**config.mk**
```make
export PLATFORM = sky130hd
export DESIGN_NAME = mf_queue
export DESIGN_NICKNAME = d
export VERILOG_FILES = /design/src/rtl/mf_pkg.sv /design/src/rtl/mf_queue.sv
export SDC_FILE = /design/constraint.sdc
export NUM_CORES = 1
export LEC_CHECK = 0
export BUFFER_PORTS_ARGS = -buffer_cell sky130_fd_sc_hd__buf_2
export CORE_MARGIN = 2
export CORE_UTILIZATION = 47
export CTS_BUF_LIST = sky130_fd_sc_hd__clkbuf_4 sky130_fd_sc_hd__clkbuf_8
export CTS_CLUSTER_DIAMETER = 200
export CTS_CLUSTER_SIZE = 40
export DETAILED_ROUTE_END_ITERATION = 7
export GPL_TIMING_DRIVEN = 0
export PLACE_DENSITY = 0.63
export SLEW_MARGIN = 20
export SYNTH_ARGS = -nofsm -noshare
export SYNTH_HDL_FRONTEND = slang
export SYNTH_SLANG_ARGS = --single-unit
```
**constraint.sdc**
```tcl
create_clock -name clk -period 7.77 [get_ports clk]
set_input_delay 1.1655 -clock clk [delete_from_list [all_inputs] [get_ports clk]]
set_output_delay 1.1655 -clock clk [all_outputs]
set_load 0.02 [all_outputs]
```
**src/rtl/mf_pkg.sv**
```systemverilog
// Package for the 3x3 median filter: widths, register indexes and the
// queue word type shared by the front end, queue and back end.
// No dependencies.
`timescale 1ns / 1ps

package mf_pkg;

  // Image geometry and field widths
  localparam int MAX_WIDTH    = 1024;
  localparam int MAX_HEIGHT   = 1024;
  localparam int PIXEL_BITS   = 8;
  localparam int COL_BITS     = $clog2(MAX_WIDTH);
  localparam int ROW_BITS     = $clog2(MAX_HEIGHT);
  localparam int CFG_BITS     = 11;
  localparam int CFG_IDX_BITS = 2;

  // Configuration register indexes
  localparam logic [CFG_IDX_BITS-1:0] REG_FRAME_WIDTH  = 2'd0;
  localparam logic [CFG_IDX_BITS-1:0] REG_FRAME_HEIGHT = 2'd1;

  // Queue between front end and back end
  localparam int Q_DEPTH    = 8;
  localparam int Q_PTR_BITS = $clog2(Q_DEPTH);
  localparam int Q_CNT_BITS = $clog2(Q_DEPTH + 1);

  typedef logic [PIXEL_BITS-1:0] pix_t;

  // One queued word: everything needed to emit the results of one input
  typedef struct packed {
    pix_t                med;       // median of the window
    pix_t                w11;       // window centre
    pix_t                w12;       // middle row, newest column
    pix_t                w21;       // bottom row, middle column
    pix_t                w22;       // bottom row, newest column
    logic [ROW_BITS-1:0] row;       // row of the input
    logic [COL_BITS-1:0] col;       // column of the input
    logic                is_int;    // first result is an interior pixel
    logic                col_end;   // input sits in the last column
    logic                last_row;  // input sits in the last row
  } q_word_t;

  typedef struct packed {
    logic    valid;
    q_word_t word;
  } q_push_t;

endpackage

```
**src/rtl/mf_queue.sv**
```systemverilog
// Short first-word-fall-through queue between front end and back end.
// Depends on mf_pkg.
`timescale 1ns / 1ps

module mf_queue (
  input  logic                          clk,
  input  logic                          rst_n,
  input  mf_pkg::q_push_t               push,
  input  logic                          pop,
  output logic                          head_valid,
  output mf_pkg::q_word_t               head,
  output logic [mf_pkg::Q_CNT_BITS-1:0] count
);

  mf_pkg::q_word_t                 mem [mf_pkg::Q_DEPTH];
  logic [mf_pkg::Q_PTR_BITS-1:0]   wr_ptr_r, wr_ptr_nxt;
  logic [mf_pkg::Q_PTR_BITS-1:0]   rd_ptr_r, rd_ptr_nxt;
  logic [mf_pkg::Q_CNT_BITS-1:0]   count_r, count_nxt;
  logic                            do_pop;

  assign head_valid = (count_r != '0);
  assign head       = mem[rd_ptr_r];
  assign count      = count_r;
  assign do_pop     = pop && head_valid;

  // Advance pointers and fill level
  always_comb begin
    wr_ptr_nxt = push.valid ? wr_ptr_r + mf_pkg::Q_PTR_BITS'(1) : wr_ptr_r;
    rd_ptr_nxt = do_pop ? rd_ptr_r + mf_pkg::Q_PTR_BITS'(1) : rd_ptr_r;
    count_nxt  = count_r + mf_pkg::Q_CNT_BITS'(push.valid) - mf_pkg::Q_CNT_BITS'(do_pop);
  end

  always_ff @(posedge clk) begin
    if (!rst_n) begin
      wr_ptr_r <= '0;
      rd_ptr_r <= '0;
      count_r  <= '0;
    end else begin
      wr_ptr_r <= wr_ptr_nxt;
      rd_ptr_r <= rd_ptr_nxt;
      count_r  <= count_nxt;
    end
  end

  // Hold the word
  always_ff @(posedge clk) begin
    if (push.valid) begin
      mem[wr_ptr_r] <= push.word;
    end
  end

endmodule

```
Word-level counts from Yosys, hierarchy flattened --
Memory sizes are Yosys's and may differ from the RTL's. A register that Yosys moved wholly into a read port is not among the register bits. Index checks and enable logic that the tools add are counted.
Word-level totals: flip-flop bits (word level) 10, memory bits (writable) 504, output and inout port bits 68, word-level logic and storage cells 14, memories kept 1
Cells by class: add/subtract/negate cells 4, mux-type cells 4, reduce and logical (&&, ||, !) cells 2
Memory list:
- mem | words 8, bits a word 63, rd ports 1, clocked after memory_dff 1, wr ports 1, line mf_queue.sv:15 | mf_pkg::q_word_t mem [mf_pkg::Q_DEPTH];
Operators with widths (number):
- $add 3x1->3 const B | 2
- $mux 3 | 2
- $add 4x1->4 | 1
- $reduce_bool 4->1 | 1
- $sub 4x1->4 | 1
- $mux 1 | 2
- $logic_and 1x1->1 | 1

Logic depth before layout (Yosys ltp) --
depth after elaboration 4, mapped depth 10, mapped depth without buffers 10

Worst setup path after synthesis --
OpenSTA, ideal clock, no wires.
path kind input to register, start point input push[63] in the netlist's numbering, end point memory mem[0][0] in the netlist's numbering, enable pin, library setup time 0.562 ns, arrival 5.543 ns, path slack 1.665 ns, stages 2, buffers on the path 0, cells stage by stage nand2b_1 nor3_1
On the way: cells in the longest elaborated chain, start to end 2
Ends and longest elaborated chain:
- start: declaration | line mf_queue.sv:8 | input mf_pkg::q_push_t push,
- $mux 1 | line mf_queue.sv:47 | if (push.valid) begin
- $mux 1 (not written as such) | line mf_queue.sv:48 | mem[wr_ptr_r] <= push.word;
- end: declaration | line mf_queue.sv:15
No other way between the ends.

==> results.json <==
{
  "cts_max_path_buffers": 3,
  "antenna_found_initial": 7,
  "syn-cell-area_um2": 19560,
  "powerDensity_nw_per_um2": 237.2,
  "arrival_ns": 2.91,
  "post_drt_wl_per_cell_um": 24.79,
  "totalWireLength_mm": 37.77,
  "vias": 8481,
  "crit_type": "register to primary output",
  "ctsResizeCount": 0,
  "drt_iter0_markers": 729,
  "crit_required_ns": 6.60,
  "skew_ns": 0.04014,
  "grt_usage_pct": 17.56,
  "p_total_w": 0.005174,
  "cts_buffers": 16,
  "worstMarginPinSlew_ns": 0.8456,
  "area_growth_pct": 11.50,
  "syn_avg_cell_area_um2": 24.45,
  "max_freq_ghz": 0.2454,
  "hold_viol_final": 0,
  "synth-seq-cells": 517,
  "grt_max_degree": 41,
  "critPathCaptureType": "primary output",
  "slew_headroom_pct": 43.63,
  "clk_pin_slew_worst_paths_ns": 0.22,
  "fp.coreArea_um2": 40920,
  "cts_tree": "done",
  "leakage_nw": 6.855,
  "synth_warnings": 0,
  "dp.cells": 1505,
  "synth-edff-count": 504,
  "post-route-drc-count": 0,
  "std_cell_rows": 74,
  "r2r_start": "wr_ptr_r[2]",
  "hold_path.class": "register to register",
  "r2r_cells": 6,
  "peakVddDrop_mv": 0.1182,
  "ys_async_sr_fraction_pct": 0,
  "min_delay_path_depth": 2,
  "fin_hold_ws_ns": 0.5086,
  "start_util_pct": 47.80,
  "startpoint_type": "register",
  "die_h_um": 208.0,
  "synth_cell_type_count": 26,
  "fin_cells": 1524,
  "netlist_instances": 800,
  "drtAntennaViolNets": 0,
  "worst-path-max-fanout": 10,
  "synth_largest_area_cell": "edfxtp_1",
  "fin_nets": 1065,
  "layout-drive-gt1-share_pct": 41.37,
  "hp-start": "rd_ptr_r[2]",
  "cts_root_buffer": "clkbuf_8",
  "finalSetupViolations": 0,
  "place_area_um2": 21570,
  "overflow": 0,
  "synthFlopType": "edfxtp_1",
  "h-tree-depth": 1,
  "final_area_um2": 21810,
  "post_cts_buffers": 0,
  "maxSlewViolCount": 0,
  "yosys.area.top_type_share_pct": 77.36,
  "place_hpwl_mm": 24.51,
  "gp_congestion": 0.6681,
  "status": "finished clean",
  "grt_pass1_vias": 8869,
  "pin_count": 135,
  "finalSetupTns_ns": 0,
  "fin_crit_ns": 4.075,
  "insertion_delay_ns": 0.63,
  "grt_pass1_wl_mm": 56.82,
  "cts.sinks": 517,
  "seq_area_frac_synth_pct": 78.70,
  "period_share_pct": 52.44,
  "worst-r2r-setup-slack_ns": 5.29,
  "cts_hold_buffers": 0,
  "die_w_um": 208.0,
  "max-cap-violations": 0,
  "syn_nets": 874,
  "portBuffers": 134,
  "synthTopCellsByArea": "edfxtp_1, mux4_2, mux2_2, dfxtp_1, mux2i_1",
  "drtPass1Iterations": 6,
  "dieArea_um2": 43270,
  "rsz0062_at_grt": "false",
  "avgViaCountPerCell": 5.565
}
-- cells in the final DEF (no fill, tap or decap), types with 9 or more instances in the layout --
| cell | Yosys | routed |
|---|---|---|
| buf_2 | 14 | 148 |
| clkbuf_8 | 0 | 17 |
| mux4_2 | 126 | 126 |
| edfxtp_1 | 504 | 504 |
| buf_4 | 0 | 18 |
| buf_16 | 0 | 10 |
| dfxtp_1 | 13 | 13 |
| mux2i_1 | 9 | 9 |
| nand2_1 | 9 | 9 |
| clkbuf_1 | 15 | 15 |
| mux2_2 | 63 | 63 |
| buf_12 | 0 | 9 |
-- flip-flops by register name, summed over array words and instances, names as in the netlist, named ones only --
signal	count
rd_ptr_r	3
wr_ptr_r	3
count	4
mem	504
-- report_power, final --
group	total [W]	internal, W	leakage (nW)	switching (W)
Sequential	0.00317	0.00314	4.69	0.0000248
Combinational	0.00108	0.000492	2.05	0.000589
Clock	0.000927	0.000201	0.122	0.000725
Total	0.00517	0.00383	6.86	0.00134
-- worst paths after layout --
path / endpoint
hold / removal: rd_ptr_r[2]
setup reg to reg: mem[0][37]
setup / recovery: head[10]
hold reg to reg: rd_ptr_r[2]
-- stage by stage --
stage | utilization (%) | setup slack (ns)
finish | 53.30 | 3.695
global route | 53.29 | 3.531
CTS | 53.29 | 3.575
detailed placement | 52.71 | 4.303
global placement | 51.07 | -3.279
floorplan | - | 1.665
-- logic make-up after synthesis --
logic type	count (synthesis)	share of synthesized area (%)
flip-flops	517	78.70
multiplexers	198	18.59
buffers and inverters	40	1.183
AND/OR/NAND/NOR	33	0.8443
adder cells (fa/ha/maj)	7	0.4861
XOR/XNOR	3	0.1343
AO/OA/AOI/OAI	2	0.06395
-- layer usage --
layer	vias up	global-route usage (%)	wire, µm
met3	38	2.672	1686
li1	3732	-	-
met2	180	28.12	18140
met5	-	0	63
met1	4519	26.33	17250
met4	12	2.886	635
-- cells in the mapped netlist (all sizes together) (2+ instances only) --
master	n
and2	4
buf	21
clkbuf	15
dfxtp	13
edfxtp	504
ha	6
inv	4
mux2	63
mux2i	9
mux4	126
nand2	9
nand2b	6
nor2	7
nor2b	2
nor3	2
xnor2	2
-- cell type report --
type	instances	area, µm²
diodes	1	2.502
plain buffers	36	216.5
clock buffers	17	234.0
clock inverters	1	5.005
fillers	3204	19110
inverters	4	15.01
multi-input cells	243	3991
flip-flops and latches	517	15390
well taps	532	665.6
repair buffers	173	1287
-- worst max-delay path, stage by stage, from the launching register on --
cell and delay (ns):
dfxtp_1 0.35, buf_1 0.63, clkbuf_1 0.68, mux2_2 0.45, buf_2 0.17
(Power assumes the default switching activity.)
