==> config.mk <==
export PLATFORM = sky130hd
export DESIGN_NAME = mf_back
export DESIGN_NICKNAME = d
export VERILOG_FILES = /design/src/rtl/mf_pkg.sv /design/src/rtl/mf_back.sv
export SDC_FILE = /design/constraint.sdc
export NUM_CORES = 1
export LEC_CHECK = 0
export BUFFER_PORTS_ARGS = -buffer_cell sky130_fd_sc_hd__buf_2
export CAP_MARGIN = 20
export CORE_MARGIN = 8
export CORE_UTILIZATION = 47
export CTS_BUF_LIST = sky130_fd_sc_hd__clkbuf_16
export DETAILED_ROUTE_END_ITERATION = 8
export PLACE_DENSITY = 0.92
export SYNTH_ARGS = -nofsm -noshare
export SYNTH_HDL_FRONTEND = slang
export SYNTH_SLANG_ARGS = --single-unit
==> constraint.sdc <==
create_clock -name clk -period 6.6 [get_ports clk]
set_input_delay 1.65 -clock clk [delete_from_list [all_inputs] [get_ports clk]]
set_output_delay 1.65 -clock clk [all_outputs]
set_load 0.02 [all_outputs]
==> src/rtl/mf_pkg.sv <==
// Package for the 3x3 median filter: widths, register indexes and the
// queue word type shared by the front end, queue and back end.
// No dependencies.
`timescale 1ns / 1ps

package mf_pkg;

  // Image geometry and field widths
  localparam int MAX_WIDTH    = 1024;
  localparam int MAX_HEIGHT   = 1024;
  localparam int PIXEL_BITS   = 8;
  localparam int COL_BITS     = $clog2(MAX_WIDTH);
  localparam int ROW_BITS     = $clog2(MAX_HEIGHT);
  localparam int CFG_BITS     = 11;
  localparam int CFG_IDX_BITS = 2;

  // Configuration register indexes
  localparam logic [CFG_IDX_BITS-1:0] REG_FRAME_WIDTH  = 2'd0;
  localparam logic [CFG_IDX_BITS-1:0] REG_FRAME_HEIGHT = 2'd1;

  // Queue between front end and back end
  localparam int Q_DEPTH    = 8;
  localparam int Q_PTR_BITS = $clog2(Q_DEPTH);
  localparam int Q_CNT_BITS = $clog2(Q_DEPTH + 1);

  typedef logic [PIXEL_BITS-1:0] pix_t;

  // One queued word: everything needed to emit the results of one input
  typedef struct packed {
    pix_t                med;       // median of the window
    pix_t                w11;       // window centre
    pix_t                w12;       // middle row, newest column
    pix_t                w21;       // bottom row, middle column
    pix_t                w22;       // bottom row, newest column
    logic [ROW_BITS-1:0] row;       // row of the input
    logic [COL_BITS-1:0] col;       // column of the input
    logic                is_int;    // first result is an interior pixel
    logic                col_end;   // input sits in the last column
    logic                last_row;  // input sits in the last row
  } q_word_t;

  typedef struct packed {
    logic    valid;
    q_word_t word;
  } q_push_t;

endpackage

==> src/rtl/mf_back.sv <==
// Back end of the median filter: expands each queued word into its one to
// four result words and drives the output register. Depends on mf_pkg.
`timescale 1ns / 1ps

module mf_back (
  input  logic                          clk,
  input  logic                          rst_n,
  input  logic                          head_valid,
  input  mf_pkg::q_word_t               head,
  output logic                          pop,
  output logic                          out_valid,
  input  logic                          out_stall,
  output logic [mf_pkg::PIXEL_BITS-1:0] out_pixel_out,
  output logic [mf_pkg::ROW_BITS-1:0]   out_row,
  output logic [mf_pkg::COL_BITS-1:0]   out_col,
  output logic                          out_last_of_run,
  output logic                          out_frame_done
);

  // Result slots of one word
  localparam logic [1:0] SLOT_MAIN      = 2'd0;  // (r-1, c-1)
  localparam logic [1:0] SLOT_ROW_END   = 2'd1;  // (r-1, c) at end of row
  localparam logic [1:0] SLOT_LAST_ROW  = 2'd2;  // (r, c-1) on last row
  localparam logic [1:0] SLOT_CORNER    = 2'd3;  // (r, c) at frame end

  logic [1:0]                    sel_r, sel_nxt;
  logic                          out_valid_r;
  mf_pkg::pix_t                  pix_r;
  logic [mf_pkg::ROW_BITS-1:0]   row_r;
  logic [mf_pkg::COL_BITS-1:0]   col_r;
  logic                          last_r, done_r;
  logic [3:0]                    present;
  logic                          found;
  logic [1:0]                    next_slot;
  logic                          is_last;
  logic                          load;
  mf_pkg::pix_t                  slot_pix;
  logic [mf_pkg::ROW_BITS-1:0]   slot_row;
  logic [mf_pkg::COL_BITS-1:0]   slot_col;

  assign load = head_valid && (!out_valid_r || !out_stall);
  assign pop  = load && is_last;

  // Find the next slot the word still owes
  always_comb begin
    present   = {head.last_row & head.col_end, head.last_row, head.col_end, 1'b1};
    found     = 1'b0;
    next_slot = SLOT_MAIN;
    for (int i = 3; i >= 0; i--) begin
      if (2'(i) > sel_r && present[i]) begin
        found     = 1'b1;
        next_slot = 2'(i);
      end
    end
    is_last = !found;
    sel_nxt = is_last ? SLOT_MAIN : next_slot;
  end

  // Select value and position for the current slot
  always_comb begin
    case (sel_r)
      SLOT_MAIN: begin
        slot_pix = head.is_int ? head.med : head.w11;
        slot_row = head.row - mf_pkg::ROW_BITS'(1);
        slot_col = head.col - mf_pkg::COL_BITS'(1);
      end
      SLOT_ROW_END: begin
        slot_pix = head.w12;
        slot_row = head.row - mf_pkg::ROW_BITS'(1);
        slot_col = head.col;
      end
      SLOT_LAST_ROW: begin
        slot_pix = head.w21;
        slot_row = head.row;
        slot_col = head.col - mf_pkg::COL_BITS'(1);
      end
      SLOT_CORNER: begin
        slot_pix = head.w22;
        slot_row = head.row;
        slot_col = head.col;
      end
      default: begin
        slot_pix = head.w11;
        slot_row = head.row;
        slot_col = head.col;
      end
    endcase
  end

  // Output register control
  always_ff @(posedge clk) begin
    if (!rst_n) begin
      out_valid_r <= 1'b0;
      sel_r       <= SLOT_MAIN;
    end else if (load) begin
      out_valid_r <= 1'b1;
      sel_r       <= sel_nxt;
    end else if (!out_stall) begin
      out_valid_r <= 1'b0;
    end
  end

  // Output payload
  always_ff @(posedge clk) begin
    if (load) begin
      pix_r  <= slot_pix;
      row_r  <= slot_row;
      col_r  <= slot_col;
      last_r <= is_last;
      done_r <= (sel_r == SLOT_CORNER);
    end
  end

  assign out_valid       = out_valid_r;
  assign out_pixel_out   = pix_r;
  assign out_row         = row_r;
  assign out_col         = col_r;
  assign out_last_of_run = last_r;
  assign out_frame_done  = done_r;

endmodule

# After elaboration in Yosys (flattened, before gate mapping)
# Index checks and enable logic that the tools add are counted.
# word_totals
regBits,33
latch_bits,0
mem_bits_rw,0
romBits,0
inputBits,67
output_inout_bits,32
word_cells,47
n_memories,0
# classes
n_addsub,2
mul,0
div,0
n_lt_le_gt_ge,4
n_eq_ne,4
n_shift,0
mux,15
bitwise,1
reduce_logical,14
# op_table
operator,n
$pmux 10 s2,2
$pmux 8 s4,1
$sub 10x1->10 const B,2
$mux 2,5
$mux 8,1
$reduce_or 2->1,4
$mux 1,6
$logic_and 1x1->1,5
$eq 2x2->1 const B,2
$gt 1x2->1 const A,2
$gt 2x2->1 const A,2
$logic_not 1->1,3
$eq 2x1->1 const B,1
$logic_not 2->1,1
$ne 2x1->1 const B,1
$and 1x1->1,1
$logic_or 1x1->1,1

# Depth between registers and ports, before layout
# depth
ltp_word,8
depth_mapped,5
ltp_nobuf,5

# Worst setup path after synthesis
# Ideal clock, no wire load.
# synth_timing
kind,in2out
from,in head_valid
to,out pop
arrival_time_ns,2.871
t_required_ns,4.950
path_slack_ns,2.079
stages,3
path_buffers,0
cell_sequence,a21bo_2 -> inv_1 -> o211a_1
# synth_via
elab_chain_cells,2
# synth_lines
item,line,source
"start, declared",mf_back.sv:8,"input logic head_valid,"
$logic_and 1x1->1,mf_back.sv:41,assign load = head_valid && (!out_valid_r || !out_stall);
named net load,mf_back.sv:36,logic load;
$logic_and 1x1->1,mf_back.sv:42,assign pop = load && is_last;
"end, declared",mf_back.sv:10,"output logic pop,"
# The timed path passes the listed nets, and every way through them passes these cells.

# Worst setup path in the final report
# layout_timing
from,in head[1] (netlist name)
to,out pop
# layout_via
elab_chain_cells,8
word_cells_on_any_way,9
cone_classes,4 x mux; 1 x bitwise; 4 x reduce/logical
# layout_lines
item,line,source
"start, declared",mf_back.sv:9,"input mf_pkg::q_word_t head,"
$and 1x1->1,mf_back.sv:46,"present = {head.last_row & head.col_end, head.last_row, head.col_end, 1'b1};"
$logic_and 1x1->1,mf_back.sv:50,if (2'(i) > sel_r && present[i]) begin
$mux 1 (2 in series),mf_back.sv:50,
$mux 1 * (2 in series),mf_back.sv:50,
$logic_not 1->1 *,mf_back.sv:55,is_last = !found;
$logic_and 1x1->1 *,mf_back.sv:42,
# Every way passes the cells marked *; elsewhere a longest branch is shown, timed or not.

==> impl_results.md <==
* Element type at the critical path start: primary input
* Area of the core at 0.003633 mm^2
* Power share of the clock group at 36.5%
* Overall Global Routing Usage at 15.52%
* Maximum number of pins on one net before global-route repair at 33
* I/O Buffers at 98
* First-pass GRT wire length at 7.231 mm
* Placed Cells incl. Taps at 264
* Hold path start: out_valid$_SDFFE_PN0P_
* Longest Clk Path Bufs at 2
* Fraction of power consumed by combinational cells at 17.7%
* Clk_lat worst skew at 260 ps
* Number of standard cells in the final layout excluding fillers at 272
* Setup repair after global routing missed its margin: false
* Number of H-tree levels at 2
* Via count of the first global-routing pass at 1486
* Total power at 0.0005599 W
* Final setup slack of the worst path at 2547 ps
* Net switching component of the power at 0.0001307 W
* Total Negative Setup Slacks at 0 ps
* Worst reg2reg path startpoint: sel_r[0]$_SDFFE_PN0P_
* Number of warnings printed during yosys synthesis at 0
* Clock sink count at 33
* Switching power share of the total at 23.34%
* Post-Place Worst Slack at 2561 ps
* Number of rows created at floorplan at 22
* Post-CTS clock slew at the launch and capture registers of the worst setup and hold paths at 50 ps
* Initial antenna violation count at 0
* Worst Max-Slew Pin Slew at 856.2 ps
* Final critical-path share of the clock period at 61.41%
* Register bit count reported by yosys at 33
* Routed vias/inst at 5.169
* CP Class: in -> out
* Critical path required time at 4950 ps
* Sequential share of power at 45.8%
* Sequential cell area fraction in the yosys report at 54.82%
* Residual antenna-violating net count after detailed routing at 0
* Internal power consumption at 0.0004292 W
* Critical Path Source: head[1]
* Yosys top cell area share at 51.39%
* Net count of the finished layout at 292
* Vertical die dimension at 77.07 um
* Number of hold buffers added after CTS at 0
* Crit end category: output pin
* Share of cells above drive strength 1 at 54.02%
* Maximum capacitance violations at 0
* Post-CTS Setup Repair Bufs at 0
* Synth unique cells at 31
* Areal power density over the cells at 231.3 mW/mm^2
* 1st-pass router iterations at 4
* Post-CTS resize count at 0
* Maximum fanout encountered on the critical timing path at 3
* Number of inserted diodes at 0
* DRC at 0
* Clock tree from TritonCTS: done
* Net count after synthesis at 191
* Final Hold Vio Count at 0
* Leading area contributor after synthesis: edfxtp_1
* Worst setup skew after layout at 2.835 ps
* Detailed-route wire length at 4.648 mm
* Starting utilization of the core area at 48.24%
* Worst Path Arrival at 2400 ps
* Via count of the routed design at 1406
* Residual overflow from global routing at 0
* Violation count after the first detailed-route iteration at 54
* Average footprint of a synthesized cell at 14.37 um^2
* Time the final worst path needs with I/O delays and setup at 4053 ps
* Leakage power at 1.057 nW
* Die outline area at 0.005940 mm^2
* Buffer cell driving the clock tree root: clkbuf_16
* Netlist Area Pre-Place at 0.001753 mm^2
* Routed WL per cell at 17.09 um
* Estimated wirelength of the detail-placed design at 3.797 mm
* Growth of design area from synthesis to finish at 38.12%
* Total CTS buffers at 5
* Max VDD drop at 127.3 uV
* Worst hold path type: reg -> reg
* Number of max-slew violations in the final report at 0
* Number of cells produced by synthesis at 122
* Result of the run: finished clean
* Last weighted congestion value of the routability-driven placer at 0.7830
* Max transition margin at 42.84%
* Highest Clock Rate at 246.7 MHz
* Die X-Extent at 77.07 um
* Number of endpoints failing setup at the final stage at 0
* Count of pins on the block boundary at 99
* Area contributors post-synth: edfxtp_1 (51%), mux4_2 (10%), xnor2_1 (5.0%)
-- cells in the final DEF, fill, tap and decap left out --
| cell type | synthesis | layout |
|---|---|---|
| a21bo_2 | 1 | 1 |
| a21boi_0 | 2 | 2 |
| a21oi_1 | 1 | 1 |
| and2_1 | 1 | 1 |
| buf_2 | 0 | 98 |
| buf_4 | 0 | 1 |
| clkbuf_16 | 0 | 5 |
| dfxtp_1 | 3 | 3 |
| edfxtp_1 | 30 | 30 |
| ha_1 | 2 | 2 |
| inv_1 | 5 | 8 |
| mux2_1 | 3 | 3 |
| mux2_2 | 5 | 5 |
| mux4_2 | 8 | 8 |
| nand2_1 | 7 | 7 |
| nand2b_1 | 3 | 3 |
| nand3_1 | 2 | 2 |
| nand3b_1 | 1 | 1 |
| nor2_1 | 5 | 5 |
| nor2b_1 | 2 | 2 |
| nor3_1 | 1 | 1 |
| nor3b_1 | 1 | 1 |
| nor4_1 | 5 | 5 |
| nor4b_1 | 2 | 2 |
| nor4b_4 | 2 | 2 |
| o211a_1 | 1 | 1 |
| o21a_1 | 2 | 2 |
| o21ai_0 | 2 | 2 |
| or3b_1 | 1 | 1 |
| or4_4 | 1 | 1 |
| xnor2_1 | 10 | 10 |
| xor2_1 | 8 | 8 |
-- sequential cells by signal, summed over array words and instances (netlist names) --
name	cells
out_col	10
out_row	10
out_pixel_out	8
sel_r	2
out_frame_done	1
out_last_of_run	1
out_valid	1
-- routing by layer --
layer / routed length (um) / GRT usage, %
met3: 440 / 6.177
met4: 127 / 9.623
met1: 1626 / 14.73
met2: 2453 / 27.36
met5: 0 / 0
-- synthesized netlist by cell type, drive strengths merged --
| cell | number |
|---|---|
| nor2b | 2 |
| buf | 1 |
| nor4b | 4 |
| o211a | 1 |
| o21a | 2 |
| nand2 | 7 |
| a21bo | 1 |
| inv | 5 |
| nand3 | 2 |
| nor3b | 1 |
| mux4 | 8 |
| a21boi | 2 |
| nor4 | 5 |
| xnor2 | 10 |
| nor3 | 1 |
| a21oi | 1 |
| xor2 | 8 |
| ha | 2 |
| and2 | 1 |
| mux2 | 8 |
| nand2b | 3 |
| nor2 | 5 |
| clkbuf | 4 |
| or4 | 1 |
| nand3b | 1 |
| dfxtp | 3 |
| o21ai | 2 |
| or3b | 1 |
| edfxtp | 30 |
-- area by class of cell --
cell class | count | area [um^2]
fill | 280 | 1212
sequential | 33 | 960.9
multi-input combinational | 79 | 747.0
timing repair buffer | 99 | 498.0
clock buffer | 5 | 125.1
tap | 48 | 60.06
inverter | 5 | 18.77
clock inverter | 3 | 11.26
-- stage by stage --
stage                     instance area [um^2]  hold slack, ps  util, %
after CTS                                 2421           545.9    66.63
after global routing                      2421           588.5    66.63
final                                     2421           532.3    66.63
after floorplan                           1753           598.6        -
after detailed placement                  2285           540.7    62.88
after global placement                    2285           532.2    62.88
-- final timing paths --
check | endpoint | slack (ps) | depth (start not counted)
setup / recovery | pop | 2550 | 5
hold / removal | out_valid$_SDFFE_PN0P_ | 530 | 2
setup reg to reg | out_col[9]$_DFFE_PP_ | 4690 | 3
hold reg to reg | out_valid$_SDFFE_PN0P_ | 530 | 2
-- worst max-delay path: stages --
cell     delay, ps
buf_2           80
nor2b_1        210
nor2_1          80
o211a_1        210
buf_2          160
-- logic make-up after synthesis --
| kind of cell | synth area share (%) |
|---|---|
| fa+ha+maj | 1.427 |
| buf+inv | 2.569 |
| simple gates | 13.06 |
| flops | 54.82 |
| xor+xnor | 8.994 |
| mux | 15.42 |
| compound gates | 3.711 |
-- power by group through the flow --
stage	Combinational (W)	Sequential, W	Clock [W]
2_1_floorplan	0.0000381	0.000276	0
3_3_place_gp	0.0000956	0.000260	0
3_5_place_dp	0.0000993	0.000260	0
4_1_cts	0.0000998	0.000257	0.000208
5_1_grt	0.000107	0.000258	0.000216
6_report	0.0000992	0.000256	0.000204
No activity file was read; power rests on OpenSTA's default activity.
